File: src/hdl/rrfd_pkg.sv
// ----------------------------------------------------------------------------
// Reply frame decoder package
// Shared types, byte codes and decode weights for the reply frame decoder.
// ----------------------------------------------------------------------------
package rrfd_pkg;

  // Default depth of the frame byte store.
  localparam int STORE_DEPTH_DEFAULT = 16;

  // Frame byte codes.
  localparam logic [7:0] END_BYTE      = 8'hFD;
  localparam logic [7:0] RADIO_DEFAULT = 8'h94;
  localparam logic [7:0] OWN_DEFAULT   = 8'hE0;
  localparam logic [7:0] CMD_VOLUME    = 8'h14;
  localparam logic [7:0] SUB_VOLUME    = 8'h01;
  localparam logic [7:0] CMD_FREQ      = 8'h03;
  localparam logic [7:0] CMD_METER     = 8'h15;
  localparam logic [7:0] SUB_METER     = 8'h02;
  localparam logic [7:0] CMD_MODE      = 8'h04;

  // Frame positions that are decoded.
  localparam int FIRST_KEPT = 2;
  localparam int LAST_KEPT  = 9;

  // Configuration register indexes.
  localparam logic CFG_RADIO_ADDRESS = 1'b0;
  localparam logic CFG_OWN_ADDRESS   = 1'b1;

  // Number of packed BCD bytes handed to the decoder, least significant first.
  localparam int BCD_BYTES = 5;
  localparam int VALUE_W   = 34;

  // Weight of each BCD byte pair.
  localparam logic [BCD_BYTES-1:0][VALUE_W-1:0] WEIGHT = {
    34'd100000000, 34'd1000000, 34'd10000, 34'd100, 34'd1
  };

  // Entries in the queue between front and back.
  localparam int QUEUE_DEPTH = 2;

  typedef enum logic [1:0] {
    KIND_VOLUME = 2'd0,
    KIND_FREQ   = 2'd1,
    KIND_METER  = 2'd2,
    KIND_MODE   = 2'd3
  } kind_t;

  // One classified frame waiting for decode.
  typedef struct packed {
    kind_t                     kind;
    logic [BCD_BYTES-1:0][7:0] bcd;
  } entry_t;

endpackage

File: src/hdl/rrfd_front.sv
// ----------------------------------------------------------------------------
// Reply frame decoder front end
// Stores received bytes by position, checks addresses on the end byte and
// classifies the frame into a normalized decode request.
// ----------------------------------------------------------------------------
module rrfd_front #(
  parameter int STORE_DEPTH = rrfd_pkg::STORE_DEPTH_DEFAULT
) (
  input  logic                clk,
  input  logic                rst,
  input  logic [7:0]          rx_byte,
  input  logic                rx_valid,
  output logic                rx_ready,
  input  logic [7:0]          radio_address,
  input  logic [7:0]          own_address,
  input  logic                queue_full,
  output logic                push,
  output rrfd_pkg::entry_t    entry
);

  localparam int PW = $clog2(STORE_DEPTH + 1);

  logic [PW-1:0] pos;
  logic [PW-1:0] pos_next;
  logic [7:0]    store [rrfd_pkg::FIRST_KEPT:rrfd_pkg::LAST_KEPT];
  logic [7:0]    view  [rrfd_pkg::FIRST_KEPT:rrfd_pkg::LAST_KEPT];
  logic          accept;
  logic          is_end;
  logic          in_range;
  logic          addr_ok;
  logic          known;

  assign rx_ready = !queue_full;
  assign accept   = rx_valid && rx_ready;
  assign is_end   = (rx_byte == rrfd_pkg::END_BYTE);
  assign in_range = (pos < PW'(STORE_DEPTH));

  // The frame as it stands once the current byte has been written.
  always_comb begin
    for (int i = rrfd_pkg::FIRST_KEPT; i <= rrfd_pkg::LAST_KEPT; i++) begin
      view[i] = (in_range && pos == PW'(i)) ? rx_byte : store[i];
    end
  end

  always_comb begin
    if (is_end) begin
      pos_next = '0;
    end else if (in_range) begin
      pos_next = pos + PW'(1);
    end else begin
      pos_next = pos;
    end
  end

  always_ff @(posedge clk) begin
    if (rst) begin
      pos <= '0;
      for (int i = rrfd_pkg::FIRST_KEPT; i <= rrfd_pkg::LAST_KEPT; i++) begin
        store[i] <= '0;
      end
    end else if (accept) begin
      pos <= pos_next;
      for (int i = rrfd_pkg::FIRST_KEPT; i <= rrfd_pkg::LAST_KEPT; i++) begin
        store[i] <= view[i];
      end
    end
  end

  // Classification. Every kind is mapped onto the frequency layout so the
  // back end needs a single weighted sum.
  assign addr_ok = (view[2] == own_address) && (view[3] == radio_address);

  always_comb begin
    known      = 1'b1;
    entry.kind = rrfd_pkg::KIND_MODE;
    entry.bcd  = '0;
    if (view[4] == rrfd_pkg::CMD_VOLUME && view[5] == rrfd_pkg::SUB_VOLUME) begin
      entry.kind   = rrfd_pkg::KIND_VOLUME;
      entry.bcd[0] = view[7];
      entry.bcd[1] = view[6];
    end else if (view[4] == rrfd_pkg::CMD_FREQ) begin
      entry.kind = rrfd_pkg::KIND_FREQ;
      for (int i = 0; i < rrfd_pkg::BCD_BYTES; i++) begin
        entry.bcd[i] = view[5 + i];
      end
    end else if (view[4] == rrfd_pkg::CMD_METER && view[5] == rrfd_pkg::SUB_METER) begin
      entry.kind   = rrfd_pkg::KIND_METER;
      entry.bcd[0] = view[7];
      entry.bcd[1] = view[6];
    end else if (view[4] == rrfd_pkg::CMD_MODE) begin
      entry.kind   = rrfd_pkg::KIND_MODE;
      entry.bcd[0] = view[5];
    end else begin
      known = 1'b0;
    end
  end

  assign push = accept && is_end && addr_ok && known;

endmodule

File: src/hdl/rrfd_queue.sv
// ----------------------------------------------------------------------------
// Reply frame decoder queue
// Short first-in first-out buffer of classified frames between the front
// end and the decode back end.
// ----------------------------------------------------------------------------
module rrfd_queue (
  input  logic             clk,
  input  logic             rst,
  input  logic             push,
  input  rrfd_pkg::entry_t push_entry,
  output logic             full,
  input  logic             pop,
  output logic             empty,
  output rrfd_pkg::entry_t head
);

  localparam int AW = (rrfd_pkg::QUEUE_DEPTH > 1) ? $clog2(rrfd_pkg::QUEUE_DEPTH) : 1;
  localparam int CW = $clog2(rrfd_pkg::QUEUE_DEPTH + 1);

  rrfd_pkg::entry_t slot [rrfd_pkg::QUEUE_DEPTH];
  logic [AW-1:0]    wr_ptr;
  logic [AW-1:0]    rd_ptr;
  logic [CW-1:0]    count;
  logic             do_push;
  logic             do_pop;

  assign full    = (count == CW'(rrfd_pkg::QUEUE_DEPTH));
  assign empty   = (count == '0);
  assign do_push = push && !full;
  assign do_pop  = pop && !empty;
  assign head    = slot[rd_ptr];

  function automatic logic [AW-1:0] bump(input logic [AW-1:0] p);
    if (p == AW'(rrfd_pkg::QUEUE_DEPTH - 1)) begin
      return '0;
    end
    return p + AW'(1);
  endfunction

  always_ff @(posedge clk) begin
    if (rst) begin
      wr_ptr <= '0;
      rd_ptr <= '0;
      count  <= '0;
    end else begin
      if (do_push) begin
        wr_ptr <= bump(wr_ptr);
      end
      if (do_pop) begin
        rd_ptr <= bump(rd_ptr);
      end
      if (do_push && !do_pop) begin
        count <= count + CW'(1);
      end else if (do_pop && !do_push) begin
        count <= count - CW'(1);
      end
    end
  end

  always_ff @(posedge clk) begin
    if (do_push) begin
      slot[wr_ptr] <= push_entry;
    end
  end

endmodule

File: src/hdl/rrfd_back.sv
// ----------------------------------------------------------------------------
// Reply frame decoder back end
// Two-stage BCD decode: weighted digit pairs, then their sum into the
// output register.
// ----------------------------------------------------------------------------
module rrfd_back (
  input  logic                            clk,
  input  logic                            rst,
  input  logic                            queue_empty,
  input  rrfd_pkg::entry_t                head,
  output logic                            pop,
  output logic                            reply_valid,
  input  logic                            reply_ready,
  output logic [1:0]                      reply_kind,
  output logic [rrfd_pkg::VALUE_W-1:0]    reply_value,
  output logic                            mode_known
);

  localparam int N = rrfd_pkg::BCD_BYTES;
  localparam int W = rrfd_pkg::VALUE_W;

  logic [7:0]   pair [N];
  logic [W-1:0] term [N];
  logic         s1_valid;
  logic [1:0]   s1_kind;
  logic         s1_known;
  logic         s1_advance;
  logic         known_next;
  logic [W-1:0] sum;

  // Digit pair value: high nibble times ten plus low nibble.
  always_comb begin
    for (int i = 0; i < N; i++) begin
      pair[i] = {1'b0, head.bcd[i][7:4], 3'b000} + {3'b000, head.bcd[i][7:4], 1'b0}
              + {4'b0000, head.bcd[i][3:0]};
    end
  end

  assign known_next = (head.kind == rrfd_pkg::KIND_MODE) &&
                      (pair[0] <= 8'd5 || pair[0] == 8'd7 || pair[0] == 8'd8);

  assign s1_advance = s1_valid && (!reply_valid || reply_ready);
  assign pop        = !queue_empty && (!s1_valid || s1_advance);

  always_ff @(posedge clk) begin
    if (rst) begin
      s1_valid <= 1'b0;
    end else if (pop) begin
      s1_valid <= 1'b1;
    end else if (s1_advance) begin
      s1_valid <= 1'b0;
    end
  end

  always_ff @(posedge clk) begin
    if (pop) begin
      s1_kind  <= head.kind;
      s1_known <= known_next;
      for (int i = 0; i < N; i++) begin
        term[i] <= W'(pair[i]) * rrfd_pkg::WEIGHT[i];
      end
    end
  end

  always_comb begin
    sum = '0;
    for (int i = 0; i < N; i++) begin
      sum = sum + term[i];
    end
  end

  always_ff @(posedge clk) begin
    if (rst) begin
      reply_valid <= 1'b0;
    end else if (s1_advance) begin
      reply_valid <= 1'b1;
    end else if (reply_ready) begin
      reply_valid <= 1'b0;
    end
  end

  always_ff @(posedge clk) begin
    if (s1_advance) begin
      reply_kind  <= s1_kind;
      reply_value <= sum;
      mode_known  <= s1_known;
    end
  end

endmodule

File: src/hdl/radio_reply_frame_decoder.sv
// ----------------------------------------------------------------------------
// Radio reply frame decoder
// Assembles reply frames from received bus bytes and decodes volume,
// frequency, S-meter and mode replies from their packed BCD fields.
// ----------------------------------------------------------------------------
// Usage:
// Received bytes enter on the rx channel (rx_byte, rx_valid, rx_ready), one
// request per byte. Each byte is stored at the current frame position; the
// end byte 0xFD closes the frame. When bytes 2 and 3 match own_address and
// radio_address and the command bytes name a known reply, one request leaves
// on the reply channel (reply_kind, reply_value, mode_known, reply_valid,
// reply_ready). Other frames produce nothing.
// Throughput is one byte per clock. The front end, a two-entry queue and a
// two-stage decode back end run independently, so rx_ready only drops when
// the queue is full, which happens only while the receiver holds reply_ready
// low. The queue is written when the end byte is accepted; the first decode
// stage loads from the queue and the output register, raising reply_valid,
// from that stage. The two addresses are written through cfg_write, cfg_index
// and cfg_data by the user only while the block is idle; the block does not
// enforce it. A synchronous reset restores the default addresses, clears the
// frame store and position, and empties the pipeline.
// ----------------------------------------------------------------------------
module radio_reply_frame_decoder #(
  parameter int STORE_DEPTH = rrfd_pkg::STORE_DEPTH_DEFAULT
) (
  input  logic                         clk,
  input  logic                         rst,
  input  logic [7:0]                   rx_byte,
  input  logic                         rx_valid,
  output logic                         rx_ready,
  output logic [1:0]                   reply_kind,
  output logic [rrfd_pkg::VALUE_W-1:0] reply_value,
  output logic                         mode_known,
  output logic                         reply_valid,
  input  logic                         reply_ready,
  input  logic                         cfg_write,
  input  logic                         cfg_index,
  input  logic [7:0]                   cfg_data
);

  logic             [7:0] radio_address;
  logic             [7:0] own_address;
  logic                   push;
  logic                   pop;
  logic                   queue_full;
  logic                   queue_empty;
  rrfd_pkg::entry_t       push_entry;
  rrfd_pkg::entry_t       head;

  // Address registers; a write takes effect at the clock edge.
  always_ff @(posedge clk) begin
    if (rst) begin
      radio_address <= rrfd_pkg::RADIO_DEFAULT;
      own_address   <= rrfd_pkg::OWN_DEFAULT;
    end else if (cfg_write) begin
      case (cfg_index)
        rrfd_pkg::CFG_RADIO_ADDRESS: radio_address <= cfg_data;
        rrfd_pkg::CFG_OWN_ADDRESS:   own_address   <= cfg_data;
        default: ;
      endcase
    end
  end

  // Front end: byte store, position counter, address check and classify.
  rrfd_front #(
    .STORE_DEPTH(STORE_DEPTH)
  ) u_front (
    .clk          (clk),
    .rst          (rst),
    .rx_byte      (rx_byte),
    .rx_valid     (rx_valid),
    .rx_ready     (rx_ready),
    .radio_address(radio_address),
    .own_address  (own_address),
    .queue_full   (queue_full),
    .push         (push),
    .entry        (push_entry)
  );

  // Decouples classification from decode so each side stalls on its own.
  rrfd_queue u_queue (
    .clk       (clk),
    .rst       (rst),
    .push      (push),
    .push_entry(push_entry),
    .full      (queue_full),
    .pop       (pop),
    .empty     (queue_empty),
    .head      (head)
  );

  // Back end: weighted BCD decode and the output register.
  rrfd_back u_back (
    .clk        (clk),
    .rst        (rst),
    .queue_empty(queue_empty),
    .head       (head),
    .pop        (pop),
    .reply_valid(reply_valid),
    .reply_ready(reply_ready),
    .reply_kind (reply_kind),
    .reply_value(reply_value),
    .mode_known (mode_known)
  );

endmodule
File: config.mk
export PLATFORM = sky130hd
export DESIGN_NAME = radio_reply_frame_decoder
export DESIGN_NICKNAME = d
export VERILOG_FILES = /design/src/hdl/rrfd_pkg.sv /design/src/hdl/rrfd_front.sv /design/src/hdl/rrfd_queue.sv /design/src/hdl/rrfd_back.sv /design/src/hdl/radio_reply_frame_decoder.sv
export SDC_FILE = /design/constraint.sdc
export NUM_CORES = 1
export LEC_CHECK = 0
export ABC_AREA = 1
export BUFFER_PORTS_ARGS = -buffer_cell sky130_fd_sc_hd__buf_2
export CELL_PAD_IN_SITES_DETAIL_PLACEMENT = 1
export CELL_PAD_IN_SITES_GLOBAL_PLACEMENT = 1
export CORE_UTILIZATION = 55
export CTS_BUF_LIST = sky130_fd_sc_hd__clkbuf_2
export CTS_CLUSTER_DIAMETER = 40
export DETAILED_ROUTE_END_ITERATION = 10
export PLACE_DENSITY_LB_ADDON = 0.1
export SYNTH_ARGS = -nofsm -noshare
export SYNTH_HDL_FRONTEND = slang
export SYNTH_HIERARCHICAL = 1
export SYNTH_SLANG_ARGS = --single-unit
File: constraint.sdc
create_clock -name clk -period 16.5 [get_ports clk]
set_clock_uncertainty 0.05 [all_clocks]
set_input_delay 0.825 -clock clk [delete_from_list [all_inputs] [get_ports clk]]
set_output_delay 0.825 -clock clk [all_outputs]
set_load 0.01 [all_outputs]
## Yosys cells after proc, flatten, opt, wreduce, memory -nomap -nowiden

Memories as Yosys holds them, arrays and structs flattened. A register that Yosys moved wholly into a read port is not among the register bits.
Index checks and enable logic that the tools add are counted.

| operators by class | value |
|---|---|
| multiply operators | 4 |
| add/subtract/negate cells | 19 |
| muxes and demuxes | 59 |
| equal/unequal tests | 21 |
| bitwise operators | 9 |
| $lt $le $gt $ge | 2 |
| reductions and logical operators | 40 |

Operators by type and width:

| kind | count |
|---|---|
| 8-bit two-way mux | 19 |
| 34-bit adder | 4 |
| 24-bit two-way mux | 2 |
| 7-bit by 5-bit adder with 8-bit output | 5 |
| 8-bit by 4-bit adder with 8-bit output | 5 |
| 16-bit two-way mux | 2 |
| 1-bit two-way mux | 30 |
| 8-bit by 19-bit multiplier with 26-bit output (second input constant) | 1 |
| 1-bit logical AND | 22 |
| 8-bit by 14-bit multiplier with 22-bit output (second input constant) | 1 |
| 5-bit by 3-bit == test with 1-bit output (second input constant) | 4 |
| 8-bit by 10-bit multiplier with 18-bit output (second input constant) | 1 |
| 8-bit by 2-bit == test with 1-bit output (second input constant) | 2 |
| 8-bit by 3-bit == test with 1-bit output (second input constant) | 2 |
| 8-bit by 5-bit == test with 1-bit output (second input constant) | 2 |
| 8-bit == test | 2 |
| 8-bit by 5-bit multiplier with 13-bit output (second input constant) | 1 |
| 5-bit by 2-bit == test with 1-bit output (second input constant) | 2 |
| 5-bit by 4-bit == test with 1-bit output (second input constant) | 2 |
| 5-bit two-way mux | 2 |
| 8-bit by 1-bit == test with 1-bit output (second input constant) | 1 |
| 8-bit by 4-bit == test with 1-bit output (second input constant) | 1 |
| 8-bit == test (second input constant) | 1 |
| 8-bit by 3-bit less-or-equal comparator with 1-bit output (second input constant) | 1 |
| other kinds (14) | 39 |

| word-level totals | value |
|---|---|
| bits in writable memories | 318 |
| output and inout port bits | 39 |
| bits in registers | 67 |
| logic and storage cells | 170 |
| input port bits | 22 |
| memories | 3 |

Memory list:

| name | depth | bits a word | read ports | clocked after memory_dff | wr ports | RTL line | source |
|---|---|---|---|---|---|---|---|
| u_back.term | 5 | 34 | 5 | 0 | 5 | rrfd_back.sv:23 | `logic [W-1:0] term [N];` |
| u_queue.slot | 2 | 42 | 1 | 1 | 1 | rrfd_queue.sv:20 | `rrfd_pkg::entry_t slot [rrfd_pkg::QUEUE_DEPTH];` |
| u_front.store | 8 | 8 | 8 | 0 | 8 | rrfd_front.sv:25 | `logic [7:0] store [rrfd_pkg::FIRST_KEPT:rrfd_pkg::LAST_KEPT];` |

## Logic depth before layout (Yosys ltp)

Gate-level depths: netlist of run 1.

| depth | value |
|---|---|
| depth in word-level cells | 14 |
| gate-level depth with buffers | 28 |
| gate-level depth less buffers | 26 |

## Cells and area by module

The synthesis of run 1 kept the hierarchy.

By module, submodules not included:

| module | times used | area an instance (um2) | cells an instance | sequential area each (um2) |
|---|---|---|---|---|
| rrfd_back | 1 | 14,099.8 | 1,564 | 3,853.7 |
| rrfd_front | 1 | 4,439.3 | 605 | 2,021.9 |
| rrfd_queue | 1 | 3,487.1 | 168 | 2,622.5 |
| radio_reply_frame_decoder | 1 | 611.8 | 83 | 320.3 |

## Worst setup path before layout of run 1

Ideal clock, no wire load.

| timing path | value |
|---|---|
| path type | register to register |
| start point | register (tool-made name) |
| end point | memory u_back/term[0][81] in the netlist's numbering (data pin) |
| buffers on the path | 2 |
| library setup time | 0.259 ns |
| stages on the path, launching flop included | 23 |
| arrival time | 5.871 ns |
| required time | 16.191 ns |
| period minus slack after synthesis | 6.180 ns |
| setup slack | 10.320 ns |
| cell sequence | dfxtp_1 buf_6 buf_12 mux2_4 inv_1 fa_1 fa_1 o21ai_0 xor2_1 inv_1 fa_1 inv_1 fa_1 fa_1 fa_1 inv_1 ha_1 nand2_1 inv_1 a21oi_1 a21boi_0 nand2_1 xor2_1 |

RTL lines:

| element | RTL line |
|---|---|
| to (decl) | rrfd_back.sv:23 |

==> results of run 1 <==
-- critical path, delay by kind of cell, from the launching register on --
family,cells,cell delay [ps]
multiplexers,1,360
flip-flops,1,340
AO/OA/AOI/OAI,3,680
AND/OR/NAND/NOR,2,250
adder cells (fa/ha/maj),7,3590
XOR/XNOR,2,470
buffers and inverters,6,1110
-- power by group through the flow --
stage	Combinational (W)	Sequential [W]	Clock [W]
finish	0.0000729	0.000847	0.000568
global placement	0.0000657	0.000863	0
detailed placement	0.0000689	0.000864	0
CTS	0.0000720	0.000847	0.000584
floorplan	0.0000476	0.000862	0
global route	0.0000808	0.000848	0.000618
-- kinds of logic (layout without fill, tap and decap cells) --
family	Yosys count	count (layout)
AOI/OAI and AO/OA	203	203
xor gates and xnor gates	72	72
adders and majority gates	371	371
buffers and inverters	471	666
DFF	303	303
muxes	42	42
other	0	1
and+or+nand+nor	958	958
-- metal layers --
layer / wire length (microns) / GRT usage / vias up
li1: - / - / 8168
met1: 26600 / 0.378 / 8473
met2: 31900 / 0.550 / 390
met3: 2220 / 0.0437 / 131
met4: 2050 / 0.118 / 0
met5: 0 / 0 / -
-- area by class of cell --
| class | count | area, sq um |
|---|---|---|
| clock inverter | 30 | 198 |
| fill | 4775 | 15900 |
| inverter | 442 | 1660 |
| clock buffer | 119 | 596 |
| timing repair buffer | 75 | 435 |
| tap | 525 | 657 |
| antenna | 1 | 2.50 |
| sequential | 303 | 8820 |
| multi-input combinational | 1646 | 12000 |
-- state kept, by name (all words and copies together) (netlist names), named ones only --
name and cells:
u_back/mode_known 1, u_back/reply_kind 2, u_queue/rd_ptr 1, u_back/reply_value 34, radio_address 8, u_front/store 64
u_queue/count 2, u_back/s1_kind 2, u_back/s1_valid 1, u_back/reply_valid 1, u_back/s1_known 1, u_queue/slot 84
own_address 8, u_back/term 87, u_front/pos 5, u_queue/wr_ptr 1
-- stage by stage --
stage          instance area (sq um)  setup slack [ps]
2_1_floorplan                  22600             10320
3_3_place_gp                   23400              9570
5_1_grt                        24300              8990
4_1_cts                        24300              9360
3_5_place_dp                   23400              9350
6_report                       24300              9360
-- cells in the final DEF, fill, tap and decap left out, drive strengths merged, types with 9 or more instances in the layout --
cell type / Yosys / final
nand2: 522 / 522
inv: 441 / 443
edfxtp: 275 / 275
ha: 261 / 261
nor2: 250 / 250
nand3: 134 / 134
clkbuf: 9 / 119
fa: 110 / 110
a21oi: 107 / 107
buf: 20 / 66
o21ai: 63 / 63
xor2: 57 / 57
mux2: 42 / 42
dfxtp: 28 / 28
clkinv: 1 / 26
nand4: 25 / 25
nor3: 17 / 17
xnor2: 15 / 15
o21bai: 11 / 11
dlygate4sd3: 0 / 9
-- how the worst max path moves through the flow --
| stage | start | to | slack (ps) | cells after the start |
|---|---|---|---|---|
| after global routing | register | u_back/term[0][81]$_DFFE_PP_ | 8990 | 21 |
| final | register | u_back/term[0][81]$_DFFE_PP_ | 9360 | 21 |
| after global placement | register | u_back/term[0][81]$_DFFE_PP_ | 9570 | 21 |
| after floorplan | register | u_back/term[0][81]$_DFFE_PP_ | 10320 | 22 |
| after detailed placement | register | u_back/term[0][81]$_DFFE_PP_ | 9350 | 21 |
| after CTS | register | u_back/term[0][81]$_DFFE_PP_ | 9360 | 21 |
==> flow_metrics.tcl, run 1 <==
set metrics [dict create \
    crit_path_frequent_cell "fa_1" \
    power_frac_clock 0.382 \
    max-vdd-ir-drop_mv 0.0537 \
    wl_per_cell_microns 20.0 \
    postRouteAntennaNets 0 \
    worstPathRequired_ps 17180 \
    crit_slowest_cell "fa_1" \
    cts_root_buffer "clkbuf_2" \
    holdPathEnd "u_back/reply_valid$_SDFFE_PP0P_" \
    holdPathStages 4 \
    fmax_mhz 140 \
    post-cts-setup-buffer-count 0 \
    port_buffers 60 \
    cap_viol_max_count 0 \
    maxSlewHeadroom 0.149 \
    synth_top_area_cell "edfxtp_1" \
    rsz0062_at_grt "no" \
    die_w_microns 205 \
    overflow 0 \
    synth_fp_nets 2813 \
    start_util 0.563 \
    synth_edf_count 275 \
    synth_top_family_by_area "adder cells" \
    hold_viol 0 \
    finalNonFillerCells 3141 \
    cp_max_fo 42 \
    synth_fa_ha_area_frac 0.242 \
    crit_chain "buf_4, mux2_4, inv_1, fa_1, fa_1, o21ai_0, xor2_1, inv_1, fa_1, inv_1, fa_1, fa_1, fa_1, inv_1, ha_1, nand2_1, inv_1, a21oi_1, a21boi_0, nand2_1, xor2_1" \
    synth.most_common_cell "nand2_1" \
    synthTopCellsByCount "nand2_1 (494), inv_1 (434), edfxtp_1 (275)" \
    yosysSeqAreaShare 0.390 \
    finalPower_w 0.00149 \
    crit_path_start_kind "register" \
    min_period_ps 7140 \
    ys_types 47 \
    drt_iter0_markers 791 \
    drc 0 \
    drv_slew 0 \
    cts-resized-gates 0 \
    leakage_nw 12.3 \
    drt_first_pass_iters 5 \
    gp_congestion 0.905 \
    finalSetupViolCount 0 \
    final_core_util 0.605 \
    critPathMaxStageDelay_ps 710 \
    die_area_sq_mm 0.0420 \
    htreeDepth 3 \
    min-delay-start "reply_ready" \
    synthTopCellsByArea "edfxtp_1 (36%), ha_1 (14%), fa_1 (9.7%)" \
    dp_hpwl_mm 49.7 \
    r2r-end "u_back/term[0][81]$_DFFE_PP_" \
    fin_nets 2945 \
    status "completed" \
    area_growth_pct 7.48 \
    dp.cells 2982 \
    ctsHoldBuffers 9 \
    synthDominantCellAreaShare 0.365 \
    cts_buffers 84 \
    switchingPower_w 0.000396 \
    cts_buffer_depth 3 \
    grt_max_degree 60 \
    critPathCaptureType "register" \
    intPower_w 0.00109 \
    clock_sinks 303 \
    grt_usage 0.309 \
    tightestPinTransition_ps 1270 \
    synth_compound_area_frac 0.0494 \
    syn_inst 2420 \
    cts_tree "yes" \
    clkSlewWorstSetupHoldPaths_ps 110 \
    drive_above_1_share 0.119 \
    arrival_ps 7820 \
    synth_mux_area_frac 0.0275 \
    grt_pass1_vias 18700 \
    syn_area_per_cell_sq_um 9.35 \
    synth-simple-area-share 0.181 \
    grt_pass1_wl_mm 99.3 \
    antenna_found_initial 1 \
    ioPinCount 61 \
    viasPerCell 5.46 \
    comb_power_share 0.049 \
    hold_ws_ps 132 \
    switching_share 0.266 \
    wl_mm 62.8 \
    power_density_mw_per_mm2 61.1 \
    synth_ff_type "edfxtp_1" \
    vias 17200 \
    fp.dieH_microns 205 \
    clk_latency_ps 1020 \
    rr_worst_depth 21 \
    fin_tns_setup_ps 0 \
    min_path_type "in2reg" \
    path_class "reg2reg" \
    ys.warnings.count 6 \
    synth_xor_area_frac 0.0279 \
    rows 73 \
    p_seq_frac 0.569 \
    syn_area_sq_mm 0.0226 \
    async_flop_share 0 \
    rrSetupSlack_ps 9360 \
    core_area_sq_mm 0.0402 \
    synth-seq-cells 303 \
    fin_crit_sh 0.433 \
]
(Power assumes the default switching activity.)
==> run 2, diff against run 1 <==
CORE_UTILIZATION = 52   (was 55)
clock period = 6.6 ns   (was 16.5 ns; I/O delays follow)
==> run 2 against run 1 <==
  * Register-to-register slack got worse by 8900 ps
  * First-iteration DRC count down 2.0%
  * Global-route usage shrank 2.0 points
  * Maximum frequency rose by 16%
  * Routed wire length grew 0.34%
==> flow_metrics.tcl, run 2 (same netlist as run 1, synthesis figures left out) <==
set metrics [dict create \
    port_buffers 60 \
    drv_slew 0 \
    grt_pass1_wl_mm 98.7 \
    min_period_ps 6160 \
    rows 76 \
    antenna_found_initial 1 \
    met3_length_mm 2.06 \
    clkSlewWorstSetupHoldPaths_ps 100 \
    clock_sinks 303 \
    fin_nets 2995 \
    largestRegisters "u_back/term: 87 flops, u_queue/slot: 84 flops, u_front/store: 64 flops" \
    gp_congestion 0.899 \
    crit_slowest_cell "fa_1" \
    switchingPower_w 0.00103 \
    die_area_sq_mm 0.0444 \
    finalNonFillerCells 3253 \
    final_core_util 0.580 \
    layout_common_cells "nand2_1 (492), inv_1 (433), edfxtp_1 (275)" \
    overflow 0 \
    critPathCaptureType "register" \
    grt_usage 0.289 \
    arrival_ps 6880 \
    crit_path_start_kind "register" \
    vias 17300 \
    core_area_sq_mm 0.0430 \
    switching_share 0.270 \
    grt_pass1_vias 18800 \
    rrSetupSlack_ps 440 \
    grt_max_degree 81 \
    fmax_mhz 162 \
    hold_viol 0 \
    htreeDepth 3 \
    wl_mm 63.0 \
    post-cts-setup-buffer-count 0 \
    cap_viol_max_count 0 \
    largest_reg_flops 87 \
    viasPerCell 5.32 \
    drt_iter0_markers 775 \
    max-vdd-ir-drop_mv 0.119 \
    drt_first_pass_iters 4 \
    crit_chain "buf_8, mux2_4, fa_1, inv_1, fa_1, o21ai_0, xor2_1, inv_1, fa_1, inv_1, fa_1, inv_1, fa_1, ha_1, ha_1, inv_1, o21ai_0, nand3_1, nand2_1, a21oi_1, nand3_1, nand2_1" \
    power_density_mw_per_mm2 153 \
    p_seq_frac 0.556 \
    drc 0 \
    cts_buffers 85 \
    clk_latency_ps 1050 \
    final_common_cell "nand2_1" \
    drive_above_1_share 0.121 \
    critPathMaxStageDelay_ps 610 \
    path_class "reg2reg" \
    finalSetupViolCount 0 \
    dp_hpwl_mm 48.4 \
    leakage_nw 12.5 \
    postRouteAntennaNets 0 \
    cp_max_fo 20 \
    start_util 0.527 \
    wl_per_cell_microns 19.4 \
    cts_root_buffer "clkbuf_2" \
    dp.cells 3050 \
    wl_met2_mm 32.5 \
    top_layer_used "met4" \
    fp.dieH_microns 211 \
    rsz0062_at_grt "no" \
    min_path_type "in2reg" \
    design_area_sq_mm 0.0249 \
    fin_tns_setup_ps 0 \
    die_w_microns 211 \
    status "completed" \
    drt-met1-wl_mm 26.5 \
    worstPathRequired_ps 7320 \
    fin_crit_sh 0.934 \
    power_frac_clock 0.390 \
    cts_buffer_depth 3 \
    ioPinCount 61 \
    intPower_w 0.00278 \
    postPlaceCellArea_sq_mm 0.0236 \
    tightestPinTransition_ps 1070 \
    maxSlewHeadroom 0.284 \
    area_growth_pct 10.1 \
    regMostFlops "u_back/term" \
    cts_tree "yes" \
    comb_power_share 0.054 \
]
[run 2: changes by cell type in the layout (fill, tap and decap cells not counted), sizes merged]
cell	previous run	this run
buf	66	74
bufinv	2	3
clkbuf	119	116
clkinv	26	31
dlygate4sd3	9	50
[run 2: layout make-up]
type,count,area (sq um)
Inverter,442,1660
Clock buffer,116,581
Antenna cell,1,2.50
Multi-Input combinational cell,1646,12000
Tap cell,585,732
Fill cell,5089,18100
Clock inverter,36,251
Sequential cell,303,8820
Timing Repair Buffer,124,913
[run 2: what timing repair did]
action                                  CTS  global route
gates resized for setup                   0             4
endpoints found under the setup margin    0             9
hold buffers                             50             0
hold endpoints to repair                138             0
[run 2: final timing paths]
| path | to | depth (start not counted) | from |
|---|---|---|---|
| max | u_back/term[0][59]$_DFFE_PP_ | 22 | register |
| min | u_queue/count[1]$_SDFFE_PP0P_ | 5 | rst |
| max reg2reg | u_back/term[0][59]$_DFFE_PP_ | 22 | register |
| min reg2reg | u_back/mode_known$_DFFE_PP_ | 0 | u_back/s1_known$_DFFE_PP_ |
[run 2: power groups by stage]
stage / clock network [W] / logic [W] / registers, W
after floorplan: 0 / 0.000119 / 0.00216
after detailed placement: 0 / 0.000173 / 0.00216
final: 0.00148 / 0.000207 / 0.00212
after CTS: 0.00153 / 0.000197 / 0.00212
after global placement: 0 / 0.000167 / 0.00216
after global routing: 0.00162 / 0.000225 / 0.00212
[run 2: worst max-delay path, delay by kind of cell (launching register included)]
family	cells	cell delay, ps
xor+xnor	1	220
flops	1	450
mux	1	340
simple gates	4	350
buf+inv	6	750
fa+ha+maj	7	3290
compound gates	3	530
[run 2: per-stage QoR]
step | total power, W | setup slack, ps | hold WS, ps
after global routing | 0.00396 | 63.6 | 114
after detailed placement | 0.00233 | 199 | 358
after floorplan | 0.00227 | 420 | 349
after global placement | 0.00232 | 417 | 355
final | 0.00381 | 438 | 148
after CTS | 0.00384 | 215 | 14.7
[run 2: layer usage]
layer / global-route usage / vias to the layer above
li1: - / 8260
met1: 0.340 / 8588
met2: 0.529 / 341
met3: 0.0395 / 119
met4: 0.115 / 0
met5: 0 / -
